[src/rtl/gqls_pkg.sv]
// Shared types, register indexes and constants of the grid Q-learning step core.
`timescale 1ns / 1ps
`default_nettype none
package gqls_pkg;

   localparam int Q_W        = 24;
   localparam int NUM_ACT    = 4;
   localparam int ACT_W      = 2;
   localparam int REW_IN_W   = 8;
   localparam int FRAC_IN_W  = 16;
   localparam int EPI_CNT_W  = 16;
   localparam int CSR_IDX_W  = 4;
   localparam int CSR_DATA_W = 8;

   // register indexes
   localparam logic [CSR_IDX_W-1:0] REG_START_ROW   = 4'd0;
   localparam logic [CSR_IDX_W-1:0] REG_START_COL   = 4'd1;
   localparam logic [CSR_IDX_W-1:0] REG_GOAL_ROW    = 4'd2;
   localparam logic [CSR_IDX_W-1:0] REG_GOAL_COL    = 4'd3;
   localparam logic [CSR_IDX_W-1:0] REG_GOAL_REWARD = 4'd4;
   localparam logic [CSR_IDX_W-1:0] REG_WALL_REWARD = 4'd5;
   localparam logic [CSR_IDX_W-1:0] REG_ALPHA_SHIFT = 4'd6;
   localparam logic [CSR_IDX_W-1:0] REG_GAMMA_SHIFT = 4'd7;

   // register reset values
   localparam logic [1:0]        START_ROW_RST   = 2'd2;
   localparam logic [2:0]        START_COL_RST   = 3'd1;
   localparam logic [1:0]        GOAL_ROW_RST    = 2'd1;
   localparam logic [2:0]        GOAL_COL_RST    = 3'd4;
   localparam logic signed [7:0] GOAL_REWARD_RST = 8'sd8;
   localparam logic signed [7:0] WALL_REWARD_RST = -8'sd8;
   localparam logic [2:0]        ALPHA_SHIFT_RST = 3'd1;
   localparam logic [2:0]        GAMMA_SHIFT_RST = 3'd1;

   // action codes
   localparam logic [ACT_W-1:0] ACT_UP    = 2'd0;
   localparam logic [ACT_W-1:0] ACT_DOWN  = 2'd1;
   localparam logic [ACT_W-1:0] ACT_RIGHT = 2'd2;
   localparam logic [ACT_W-1:0] ACT_LEFT  = 2'd3;

   // episode end codes
   localparam logic [1:0] END_NONE = 2'd0;
   localparam logic [1:0] END_GOAL = 2'd1;
   localparam logic [1:0] END_WALL = 2'd2;

   localparam logic signed [Q_W-1:0] Q_MAX_C = 24'sh7FFFFF;
   localparam logic signed [Q_W-1:0] Q_MIN_C = -24'sh800000;

   typedef struct packed {
      logic [FRAC_IN_W-1:0] rand_fraction;
      logic [ACT_W-1:0]     rand_action;
   } req_payload_type;

   typedef struct packed {
      logic [ACT_W-1:0]        action_taken;
      logic                    explored;
      logic signed [7:0]       step_reward;
      logic signed [Q_W-1:0]   updated_q;
      logic [1:0]              agent_row_now;
      logic [2:0]              agent_col_now;
      logic [1:0]              episode_end;
      logic [EPI_CNT_W-1:0]    goals_reached;
      logic [EPI_CNT_W-1:0]    walls_hit;
   } rsp_payload_type;

   typedef enum logic [2:0] {
      ST_IDLE,
      ST_READ_CUR,
      ST_MOVE,
      ST_READ_NXT,
      ST_UPDATE
   } gqls_state_type;

   typedef struct packed {
      logic capture;   // latch inputs, read current cell
      logic decide;    // visit count, explore test, greedy pick
      logic move;      // move agent, reward, read next cell
      logic target;    // best next Q, target value
      logic update;    // write Q, commit position, present result
   } gqls_cmd_type;

endpackage : gqls_pkg
`default_nettype wire

[src/rtl/gqls_ctrl.sv]
// Step sequencer of the grid Q-learning step core.
`timescale 1ns / 1ps
`default_nettype none
module gqls_ctrl (
   input  wire logic          clock,
   input  wire logic          reset,
   input  wire logic          start,
   output logic               busy,
   output gqls_pkg::gqls_cmd_type cmd
);
   import gqls_pkg::*;

   gqls_state_type state_ff;
   gqls_state_type state_in;

   always_ff @(posedge clock) begin
      if (reset) begin
         state_ff <= ST_IDLE;
      end else begin
         state_ff <= state_in;
      end
   end

   always_comb begin
      state_in = state_ff;
      cmd      = '0;
      busy     = 1'b1;
      unique case (state_ff)
         ST_IDLE: begin
            busy = 1'b0;
            if (start) begin
               cmd.capture = 1'b1;
               state_in    = ST_READ_CUR;
            end
         end
         ST_READ_CUR: begin
            cmd.decide = 1'b1;
            state_in   = ST_MOVE;
         end
         ST_MOVE: begin
            cmd.move = 1'b1;
            state_in = ST_READ_NXT;
         end
         ST_READ_NXT: begin
            cmd.target = 1'b1;
            state_in   = ST_UPDATE;
         end
         ST_UPDATE: begin
            cmd.update = 1'b1;
            state_in   = ST_IDLE;
         end
         default: begin
            state_in = ST_IDLE;
         end
      endcase
   end

endmodule : gqls_ctrl
`default_nettype wire

[src/rtl/gqls_datapath.sv]
// Datapath of the grid Q-learning step core: registers, Q and visit memories, arithmetic.
`timescale 1ns / 1ps
`default_nettype none
module gqls_datapath #(
   parameter int GRID_ROWS   = 4,
   parameter int GRID_COLS   = 5,
   parameter int Q_FRAC_BITS = 8,
   parameter int VISIT_BITS  = 16
) (
   input  wire logic                          clock,
   input  wire logic                          reset,
   input  wire gqls_pkg::gqls_cmd_type        cmd,
   input  wire gqls_pkg::req_payload_type     req_data,
   input  wire logic                          csr_we,
   input  wire logic [gqls_pkg::CSR_IDX_W-1:0]  csr_index,
   input  wire logic [gqls_pkg::CSR_DATA_W-1:0] csr_wdata,
   output logic                               rsp_valid,
   output gqls_pkg::rsp_payload_type          rsp_data
);
   import gqls_pkg::*;

   localparam int NUM_CELLS = GRID_ROWS * GRID_COLS;
   localparam int CELL_W    = $clog2(NUM_CELLS);
   localparam int ROW_W     = $clog2(GRID_ROWS);
   localparam int COL_W     = $clog2(GRID_COLS);
   localparam int PROD_W    = FRAC_IN_W + VISIT_BITS;
   localparam int REW_W     = REW_IN_W + Q_FRAC_BITS;
   localparam int TGT_W     = ((REW_W > Q_W) ? REW_W : Q_W) + 1;
   localparam int DIF_W     = TGT_W + 1;
   localparam int NQ_W      = DIF_W + 1;
   localparam logic [ROW_W-1:0] ROW_LAST = ROW_W'(GRID_ROWS - 1);
   localparam logic [COL_W-1:0] COL_LAST = COL_W'(GRID_COLS - 1);

   typedef logic [NUM_ACT-1:0][Q_W-1:0] q_row_type;

   function automatic logic [ROW_W-1:0] clip_row(input logic [1:0] v);
      return (8'(v) > 8'(GRID_ROWS - 1)) ? ROW_LAST : ROW_W'(v);
   endfunction

   function automatic logic [COL_W-1:0] clip_col(input logic [2:0] v);
      return (8'(v) > 8'(GRID_COLS - 1)) ? COL_LAST : COL_W'(v);
   endfunction

   function automatic logic [CELL_W-1:0] cell_of(input logic [ROW_W-1:0] r,
                                                 input logic [COL_W-1:0] c);
      return CELL_W'(int'(r) * GRID_COLS + int'(c));
   endfunction

   // configuration registers
   logic [1:0]        start_row_ff, goal_row_ff;
   logic [2:0]        start_col_ff, goal_col_ff;
   logic signed [7:0] goal_reward_ff, wall_reward_ff;
   logic [2:0]        alpha_shift_ff, gamma_shift_ff;

   always_ff @(posedge clock) begin
      if (reset) begin
         start_row_ff   <= START_ROW_RST;
         start_col_ff   <= START_COL_RST;
         goal_row_ff    <= GOAL_ROW_RST;
         goal_col_ff    <= GOAL_COL_RST;
         goal_reward_ff <= GOAL_REWARD_RST;
         wall_reward_ff <= WALL_REWARD_RST;
         alpha_shift_ff <= ALPHA_SHIFT_RST;
         gamma_shift_ff <= GAMMA_SHIFT_RST;
      end else if (csr_we) begin
         unique case (csr_index)
            REG_START_ROW:   start_row_ff   <= csr_wdata[1:0];
            REG_START_COL:   start_col_ff   <= csr_wdata[2:0];
            REG_GOAL_ROW:    goal_row_ff    <= csr_wdata[1:0];
            REG_GOAL_COL:    goal_col_ff    <= csr_wdata[2:0];
            REG_GOAL_REWARD: goal_reward_ff <= $signed(csr_wdata);
            REG_WALL_REWARD: wall_reward_ff <= $signed(csr_wdata);
            REG_ALPHA_SHIFT: alpha_shift_ff <= csr_wdata[2:0];
            REG_GAMMA_SHIFT: gamma_shift_ff <= csr_wdata[2:0];
            default: ;
         endcase
      end
   end

   // agent state and episode counters
   logic [ROW_W-1:0]     agent_row_ff, agent_row_in;
   logic [COL_W-1:0]     agent_col_ff, agent_col_in;
   logic [EPI_CNT_W-1:0] goal_cnt_ff, goal_cnt_in;
   logic [EPI_CNT_W-1:0] wall_cnt_ff, wall_cnt_in;

   // step registers
   logic [FRAC_IN_W-1:0]   frac_ff;
   logic [ACT_W-1:0]       ract_ff;
   logic [CELL_W-1:0]      cell_ff;
   q_row_type              cur_row_ff;
   logic                   explore_ff;
   logic [ACT_W-1:0]       greedy_ff;
   logic [ACT_W-1:0]       act_ff, act_in;
   logic [ROW_W-1:0]       nr_ff, nr_in;
   logic [COL_W-1:0]       nc_ff, nc_in;
   logic signed [7:0]      rew_ff, rew_in;
   logic [1:0]             end_ff, end_in;
   logic signed [TGT_W-1:0] target_ff, target_in;
   logic signed [Q_W-1:0]  q_cur_ff;

   // Q memory: one row of all actions per cell, valid bit per row
   q_row_type            q_mem [NUM_CELLS];
   logic [NUM_CELLS-1:0] q_valid_ff;
   q_row_type            q_rd_data_ff;
   logic                 q_rd_ok_ff;
   logic [CELL_W-1:0]    q_rd_addr;
   q_row_type            q_row;
   q_row_type            q_new_row;

   // visit memory, valid bit per cell
   logic [VISIT_BITS-1:0] visit_mem [NUM_CELLS];
   logic [NUM_CELLS-1:0]  visit_valid_ff;
   logic [VISIT_BITS-1:0] visit_rd_ff;
   logic                  visit_ok_ff;
   logic [VISIT_BITS-1:0] cnt;

   logic [CELL_W-1:0] cur_cell;
   logic signed [Q_W-1:0] nq_sat;

   assign cur_cell  = cell_of(agent_row_ff, agent_col_ff);
   assign q_rd_addr = cmd.capture ? cur_cell : cell_of(nr_in, nc_in);
   assign q_row     = q_rd_ok_ff ? q_rd_data_ff : '0;
   assign cnt       = visit_ok_ff ? visit_rd_ff : '0;

   always_ff @(posedge clock) begin
      if (cmd.capture || cmd.move) begin
         q_rd_data_ff <= q_mem[q_rd_addr];
      end
      if (cmd.update) begin
         q_mem[cell_ff] <= q_new_row;
      end
      if (cmd.capture) begin
         visit_rd_ff <= visit_mem[cur_cell];
      end
      if (cmd.decide) begin
         visit_mem[cell_ff] <= (&cnt) ? cnt : cnt + 1'b1;
      end
   end

   always_ff @(posedge clock) begin
      if (reset) begin
         q_valid_ff     <= '0;
         visit_valid_ff <= '0;
         q_rd_ok_ff     <= 1'b0;
         visit_ok_ff    <= 1'b0;
      end else begin
         if (cmd.capture || cmd.move) begin
            q_rd_ok_ff <= q_valid_ff[q_rd_addr];
         end
         if (cmd.capture) begin
            visit_ok_ff <= visit_valid_ff[cur_cell];
         end
         if (cmd.update) begin
            q_valid_ff[cell_ff] <= 1'b1;
         end
         if (cmd.decide) begin
            visit_valid_ff[cell_ff] <= 1'b1;
         end
      end
   end

   // decide: epsilon test and greedy pick over the current row
   logic [PROD_W-1:0] prod;
   logic              explore_in;
   logic [ACT_W-1:0]  greedy_in;

   assign prod       = PROD_W'(frac_ff) * PROD_W'(cnt);
   assign explore_in = (cnt == '0) || (prod[PROD_W-1:FRAC_IN_W] == '0);

   always_comb begin
      logic signed [Q_W-1:0] best;
      best      = $signed(q_row[0]);
      greedy_in = ACT_UP;
      for (int a = 1; a < NUM_ACT; a++) begin
         if ($signed(q_row[a]) > best) begin
            best      = $signed(q_row[a]);
            greedy_in = ACT_W'(a);
         end
      end
   end

   // move: saturating step, then goal before edge
   always_comb begin
      logic on_edge;
      logic at_goal;
      act_in = explore_ff ? ract_ff : greedy_ff;
      nr_in  = agent_row_ff;
      nc_in  = agent_col_ff;
      unique case (act_in)
         ACT_UP:    if (agent_row_ff != '0)      nr_in = agent_row_ff - 1'b1;
         ACT_DOWN:  if (agent_row_ff < ROW_LAST) nr_in = agent_row_ff + 1'b1;
         ACT_RIGHT: if (agent_col_ff < COL_LAST) nc_in = agent_col_ff + 1'b1;
         ACT_LEFT:  if (agent_col_ff != '0)      nc_in = agent_col_ff - 1'b1;
      endcase
      at_goal = (8'(nr_in) == 8'(goal_row_ff)) && (8'(nc_in) == 8'(goal_col_ff));
      on_edge = (nr_in == '0) || (nr_in == ROW_LAST) ||
                (nc_in == '0) || (nc_in == COL_LAST);
      if (at_goal) begin
         rew_in = goal_reward_ff;
         end_in = END_GOAL;
      end else if (on_edge) begin
         rew_in = wall_reward_ff;
         end_in = END_WALL;
      end else begin
         rew_in = '0;
         end_in = END_NONE;
      end
   end

   // target: reward plus discounted best Q of the next cell
   always_comb begin
      logic signed [Q_W-1:0]   best;
      logic signed [TGT_W-1:0] rew_ext;
      best = $signed(q_row[0]);
      for (int a = 1; a < NUM_ACT; a++) begin
         if ($signed(q_row[a]) > best) begin
            best = $signed(q_row[a]);
         end
      end
      rew_ext   = TGT_W'(rew_ff);
      target_in = (rew_ext <<< Q_FRAC_BITS) + TGT_W'(best >>> gamma_shift_ff);
   end

   // update: q + (target - q) >>> alpha, saturated
   always_comb begin
      logic signed [DIF_W-1:0] diff;
      logic signed [NQ_W-1:0]  nq;
      diff = DIF_W'(target_ff) - DIF_W'(q_cur_ff);
      nq   = NQ_W'(q_cur_ff) + NQ_W'(diff >>> alpha_shift_ff);
      if (nq > NQ_W'(Q_MAX_C)) begin
         nq_sat = Q_MAX_C;
      end else if (nq < NQ_W'(Q_MIN_C)) begin
         nq_sat = Q_MIN_C;
      end else begin
         nq_sat = Q_W'(nq);
      end
      q_new_row         = cur_row_ff;
      q_new_row[act_ff] = nq_sat;
   end

   always_comb begin
      agent_row_in = nr_ff;
      agent_col_in = nc_ff;
      goal_cnt_in  = goal_cnt_ff;
      wall_cnt_in  = wall_cnt_ff;
      if (end_ff != END_NONE) begin
         agent_row_in = clip_row(start_row_ff);
         agent_col_in = clip_col(start_col_ff);
      end
      if (end_ff == END_GOAL && !(&goal_cnt_ff)) begin
         goal_cnt_in = goal_cnt_ff + 1'b1;
      end
      if (end_ff == END_WALL && !(&wall_cnt_ff)) begin
         wall_cnt_in = wall_cnt_ff + 1'b1;
      end
   end

   rsp_payload_type rsp_in;
   rsp_payload_type rsp_data_ff;
   logic            rsp_valid_ff;

   always_comb begin
      rsp_in.action_taken  = act_ff;
      rsp_in.explored      = explore_ff;
      rsp_in.step_reward   = rew_ff;
      rsp_in.updated_q     = nq_sat;
      rsp_in.agent_row_now = 2'(agent_row_in);
      rsp_in.agent_col_now = 3'(agent_col_in);
      rsp_in.episode_end   = end_ff;
      rsp_in.goals_reached = goal_cnt_in;
      rsp_in.walls_hit     = wall_cnt_in;
   end

   always_ff @(posedge clock) begin
      if (reset) begin
         agent_row_ff <= clip_row(START_ROW_RST);
         agent_col_ff <= clip_col(START_COL_RST);
         goal_cnt_ff  <= '0;
         wall_cnt_ff  <= '0;
         rsp_valid_ff <= 1'b0;
      end else begin
         rsp_valid_ff <= cmd.update;
         if (cmd.update) begin
            agent_row_ff <= agent_row_in;
            agent_col_ff <= agent_col_in;
            goal_cnt_ff  <= goal_cnt_in;
            wall_cnt_ff  <= wall_cnt_in;
         end
      end
   end

   always_ff @(posedge clock) begin
      if (cmd.capture) begin
         frac_ff <= req_data.rand_fraction;
         ract_ff <= req_data.rand_action;
         cell_ff <= cur_cell;
      end
      if (cmd.decide) begin
         cur_row_ff <= q_row;
         explore_ff <= explore_in;
         greedy_ff  <= greedy_in;
      end
      if (cmd.move) begin
         act_ff <= act_in;
         nr_ff  <= nr_in;
         nc_ff  <= nc_in;
         rew_ff <= rew_in;
         end_ff <= end_in;
      end
      if (cmd.target) begin
         target_ff <= target_in;
         q_cur_ff  <= $signed(cur_row_ff[act_ff]);
      end
      if (cmd.update) begin
         rsp_data_ff <= rsp_in;
      end
   end

   assign rsp_valid = rsp_valid_ff;
   assign rsp_data  = rsp_data_ff;

endmodule : gqls_datapath
`default_nettype wire

[src/rtl/gridworld_q_learning_step_core.sv]
// Top level of the grid Q-learning step core: sequencer plus datapath.
`timescale 1ns / 1ps
`default_nettype none
// A step runs through capture in idle, read current (decide), move, read next (target) and update;
//   the result strobe is registered from update. The next start is taken during the result strobe
//   cycle, as the core is idle again; a step holds two registered reads of the single-port Q row memory.
// The receiver cannot stall: rsp_valid is high for exactly one cycle per step.
// Reset (synchronous): registers to defaults, agent to the clipped start cell, counters to
//   zero; Q and visit stores read as zero through per-cell valid bits cleared at once.
module gridworld_q_learning_step_core #(
   parameter int GRID_ROWS   = 4,
   parameter int GRID_COLS   = 5,
   parameter int Q_FRAC_BITS = 8,
   parameter int VISIT_BITS  = 16
) (
   input  wire logic                            clock,
   input  wire logic                            reset,
   // step request
   input  wire logic                            start,
   output logic                                 busy,
   input  wire gqls_pkg::req_payload_type       req_data,
   // register writes
   input  wire logic                            csr_valid,
   output logic                                 csr_ready,
   input  wire logic [gqls_pkg::CSR_IDX_W-1:0]  csr_index,
   input  wire logic [gqls_pkg::CSR_DATA_W-1:0] csr_wdata,
   // step result
   output logic                                 rsp_valid,
   output gqls_pkg::rsp_payload_type            rsp_data
);
   import gqls_pkg::*;

   gqls_cmd_type cmd;

   // Register writes always complete; the user must issue them only while the core is idle, unchecked.
   assign csr_ready = 1'b1;

   // Sequencer: idle, read current cell, move, read next cell, update.
   gqls_ctrl u_ctrl (
      .clock (clock),
      .reset (reset),
      .start (start),
      .busy  (busy),
      .cmd   (cmd)
   );

   // Datapath holds the registers, both stores and the Q update arithmetic.
   gqls_datapath #(
      .GRID_ROWS   (GRID_ROWS),
      .GRID_COLS   (GRID_COLS),
      .Q_FRAC_BITS (Q_FRAC_BITS),
      .VISIT_BITS  (VISIT_BITS)
   ) u_datapath (
      .clock     (clock),
      .reset     (reset),
      .cmd       (cmd),
      .req_data  (req_data),
      .csr_we    (csr_valid && csr_ready),
      .csr_index (csr_index),
      .csr_wdata (csr_wdata),
      .rsp_valid (rsp_valid),
      .rsp_data  (rsp_data)
   );

endmodule : gridworld_q_learning_step_core
`default_nettype wire

[config.mk]
export PLATFORM = sky130hd
export DESIGN_NAME = gridworld_q_learning_step_core
export DESIGN_NICKNAME = d
export VERILOG_FILES = /design/src/rtl/gqls_pkg.sv /design/src/rtl/gqls_ctrl.sv /design/src/rtl/gqls_datapath.sv /design/src/rtl/gridworld_q_learning_step_core.sv
export SDC_FILE = /design/constraint.sdc
export NUM_CORES = 2
export LEC_CHECK = 0
export BUFFER_PORTS_ARGS = -buffer_cell sky130_fd_sc_hd__buf_4
export CAP_MARGIN = 20
export CORE_ASPECT_RATIO = 0.5
export CORE_MARGIN = 2
export CORE_UTILIZATION = 55
export CTS_BUF_LIST = sky130_fd_sc_hd__clkbuf_8
export DETAILED_ROUTE_END_ITERATION = 12
export GPL_ROUTABILITY_DRIVEN = 0
export PLACE_DENSITY = 0.71
export SLEW_MARGIN = 20
export SYNTH_ARGS = -nofsm -noshare
export SYNTH_HDL_FRONTEND = slang
export SYNTH_SLANG_ARGS = --single-unit
export TNS_END_PERCENT = 20
[constraint.sdc]
create_clock -name clock -period 16 [get_ports clock]
set_input_delay 4.8 -clock clock [delete_from_list [all_inputs] [get_ports clock]]
set_output_delay 4.8 -clock clock [all_outputs]
set_load 0.01 [all_outputs]
==> metrics.txt <==
post-synthesis cell area=0.121 mm^2; Die Y=335 um; post-CTS sizing=0; Placeable Area=0.218 mm^2; GRT Total Usage=27.6%; DRT iter0 DRCs=9,060; Rel. slew slack=19.5%; Critical-path top delay cell=dfxtp_4; largest family of logic cells by synthesized area=multiplexers; CP endpoint=u_datapath.target_ff[24]; clk_lat worst skew=1000 ps; Least-Margin Pin Slew=1200 ps; Via density=6.26; Final period util=87.4%; initial antenna violation count=12; Routed Antenna Nets=0; CTS Sinks=2,729; area share of fa/ha/maj cells after synthesis=5.93%; hold-fix buffers at CTS=0; Synth Area in Simple Gates=6.62%; Post-CTS Setup Repair Bufs=0; reg2reg end=u_datapath.target_ff[24]; Buf+Inv Stages, Crit Path=3; Util after Layout=61.1%; most frequent cells in the layout=2,614 x edfxtp_1, 962 x nand2_1, 614 x mux4_2; CTS buffer count=381; Root Buffer Master=clkbuf_8; detailed placement HPWL=186,000 um; ys async rst share=0%; distinct cell type count after synthesis=85; DR DRC count=0; drt wl/cell=27.9 um; Worst path max stage delay=1030 ps; R2R cell count=50; GRT overflow=0; Die X=666 um; vias in the first global route=67,500; fillcell total=15,600; post-synthesis compound-gate area fraction=4.33%; post-route minimum period=13,980 ps; IO Pins=111; Max rail drop VDD=219 uV; Hold Vio Cnt, Final=0; Initial Util=55.4%; vias after detailed routing=69,600; CP max FO=101; P per Cell Area=176 mW/mm^2; full die area=0.223 mm^2; worst hold path type=flop to flop; clk_skew=101 ps; Core Rows=121; Mapped Cells=7,578; mux cell area share after synthesis=12.8%; clock-pin slew on the worst setup and hold paths=70 ps; commonest non-fill, non-tap cell in the layout=edfxtp_1; register area share after synthesis=67.0%; Critical Path Sink Type=flop; flops & latches, synth=2,729; count of final setup violators=0; Pre-Repair DR Iteration Count=6; TNS Setup=0 ps; pin count of the biggest net entering global routing=135; Clock Path Buffers=4; Mean Syn Cell Area=15.9 um^2; Synth Flop Type=edfxtp_1; post-synthesis net count=8,064; final WL=310,000 um; worst r2r src=u_datapath.q_rd_ok_ff; Fmax=71.5 MHz; RSZ-0062 raised after global routing=false; layout cells sized above 1=19.2%; outcome=completed; CP dominant cell by count=o21ai_0; Synth Warn #=0; CTS tree=yes; Lkg Pwr=47.1 nW; xor-xnor portion of the synthesized cell area=0.864%; crit path DAT=14,780 ps; Worst Setup Path Type=flop to flop; EDFF count, synth=2,614; final-stage net count=8,405; first-pass GRT wire length=452,000 um; PortBufs=109; R2R setup slack=2020 ps; H-tree levels=5; Worst Path Required=16,790 ps; Crit path max-delay family=compound AO/OA/AOI/OAI gates; CP Launch Point=u_datapath.q_rd_ok_ff; CP Launch Type=flop; max-slew violation count=0; area grow syn2layout=10.2%; Crit path depth=50; number of max-cap violations=0; hold_ws=466 ps
[worst min path at each step]
stage                                             start                             to  slack [ps]  depth (start not counted)
after floorplan                    u_datapath.rew_ff[0]        u_datapath.rsp_data[63]         430                          0
after global placement    u_datapath.visit_valid_ff[18]  u_datapath.visit_valid_ff[18]         440                          1
after detailed placement  u_datapath.visit_valid_ff[16]  u_datapath.visit_valid_ff[16]         450                          1
after CTS                     u_datapath.q_valid_ff[19]      u_datapath.q_valid_ff[19]         470                          1
after global routing          u_datapath.q_valid_ff[16]      u_datapath.q_valid_ff[16]         480                          1
final                         u_datapath.q_valid_ff[13]      u_datapath.q_valid_ff[13]         470                          2
[Yosys cell counts, types with 47 or more instances]
library cell,instances,area share (%)
xnor2_1,78,0.57
o21ai_0,223,0.92
mux4_2,614,11
and2_1,47,0.24
inv_1,409,1.3
mux2_2,61,0.57
fa_1,198,3.3
edfxtp_1,2614,65
clkbuf_1,299,0.93
dfxtp_1,115,1.9
nor2_1,367,1.1
a21oi_1,410,1.7
buf_1,84,0.26
mux2i_1,91,0.75
nand3_1,59,0.24
and3_1,188,0.97
ha_1,254,2.6
nand2_1,962,3.0
[registers in the layout, indices dropped and copies added (netlist names), 20 cells and up]
name	count
u_datapath.q_rd_data_ff	96
u_datapath.target_ff	25
u_datapath.visit_valid_ff	20
u_datapath.cur_row_ff	96
u_datapath.q_cur_ff	24
u_datapath.q_mem	1920
u_datapath.visit_mem	320
u_datapath.rsp_data	74
u_datapath.q_valid_ff	20
[logic make-up after synthesis]
| group | count (synthesis) |
|---|---|
| flip-flops | 2729 |
| AND/OR/NAND/NOR | 1815 |
| AO/OA/AOI/OAI | 891 |
| buffers and inverters | 803 |
| multiplexers | 767 |
| adder cells (fa/ha/maj) | 453 |
| XOR/XNOR | 119 |
| other | 1 |
[power by group]
group	switching, mW	internal (mW)	total, mW
Combinational	5.90	3.63	9.54
Clock	2.62	2.47	5.09
Sequential	0.197	8.57	8.77
Total	8.72	14.7	23.4
[worst register-to-register path, delay by kind of cell (launching register included)]
family          cells  cell delay (ps)
mux                 4             1310
fa+ha+maj           5             1340
flops               1             1030
buf+inv             3              540
compound gates     27             6580
simple gates       11             2980
[metal layers]
layer  track usage (%)  routed length [um]
met2              42.3              141000
met5                 0                  59
met3              5.61               34300
met4              8.60                9470
met1              40.5              125000
[per-stage QoR]
step	instance area, um^2	power [mW]	instances	worst slack, ps
3_3_place_gp	126000	18.2	10400	2820
3_5_place_dp	126000	18.3	10400	2510
2_1_floorplan	121000	15.3	7578	4290
5_1_grt	133000	24.5	11100	1010
4_1_cts	133000	23.3	11100	2430
6_report	133000	23.4	11100	2020
[final cells by class]
class,count,area [um^2],area share [%]
multi-input cells,4046,37300,28.0
clock buffers,395,5440,4.09
repair buffers,347,2760,2.07
inverters,414,1560,1.17
flip-flops and latches,2729,80800,60.8
diodes,2,5.00,0.00376
clock inverters,291,1530,1.15
well taps,2890,3620,2.72
Note: power is estimated with default switching activity, not from simulation.
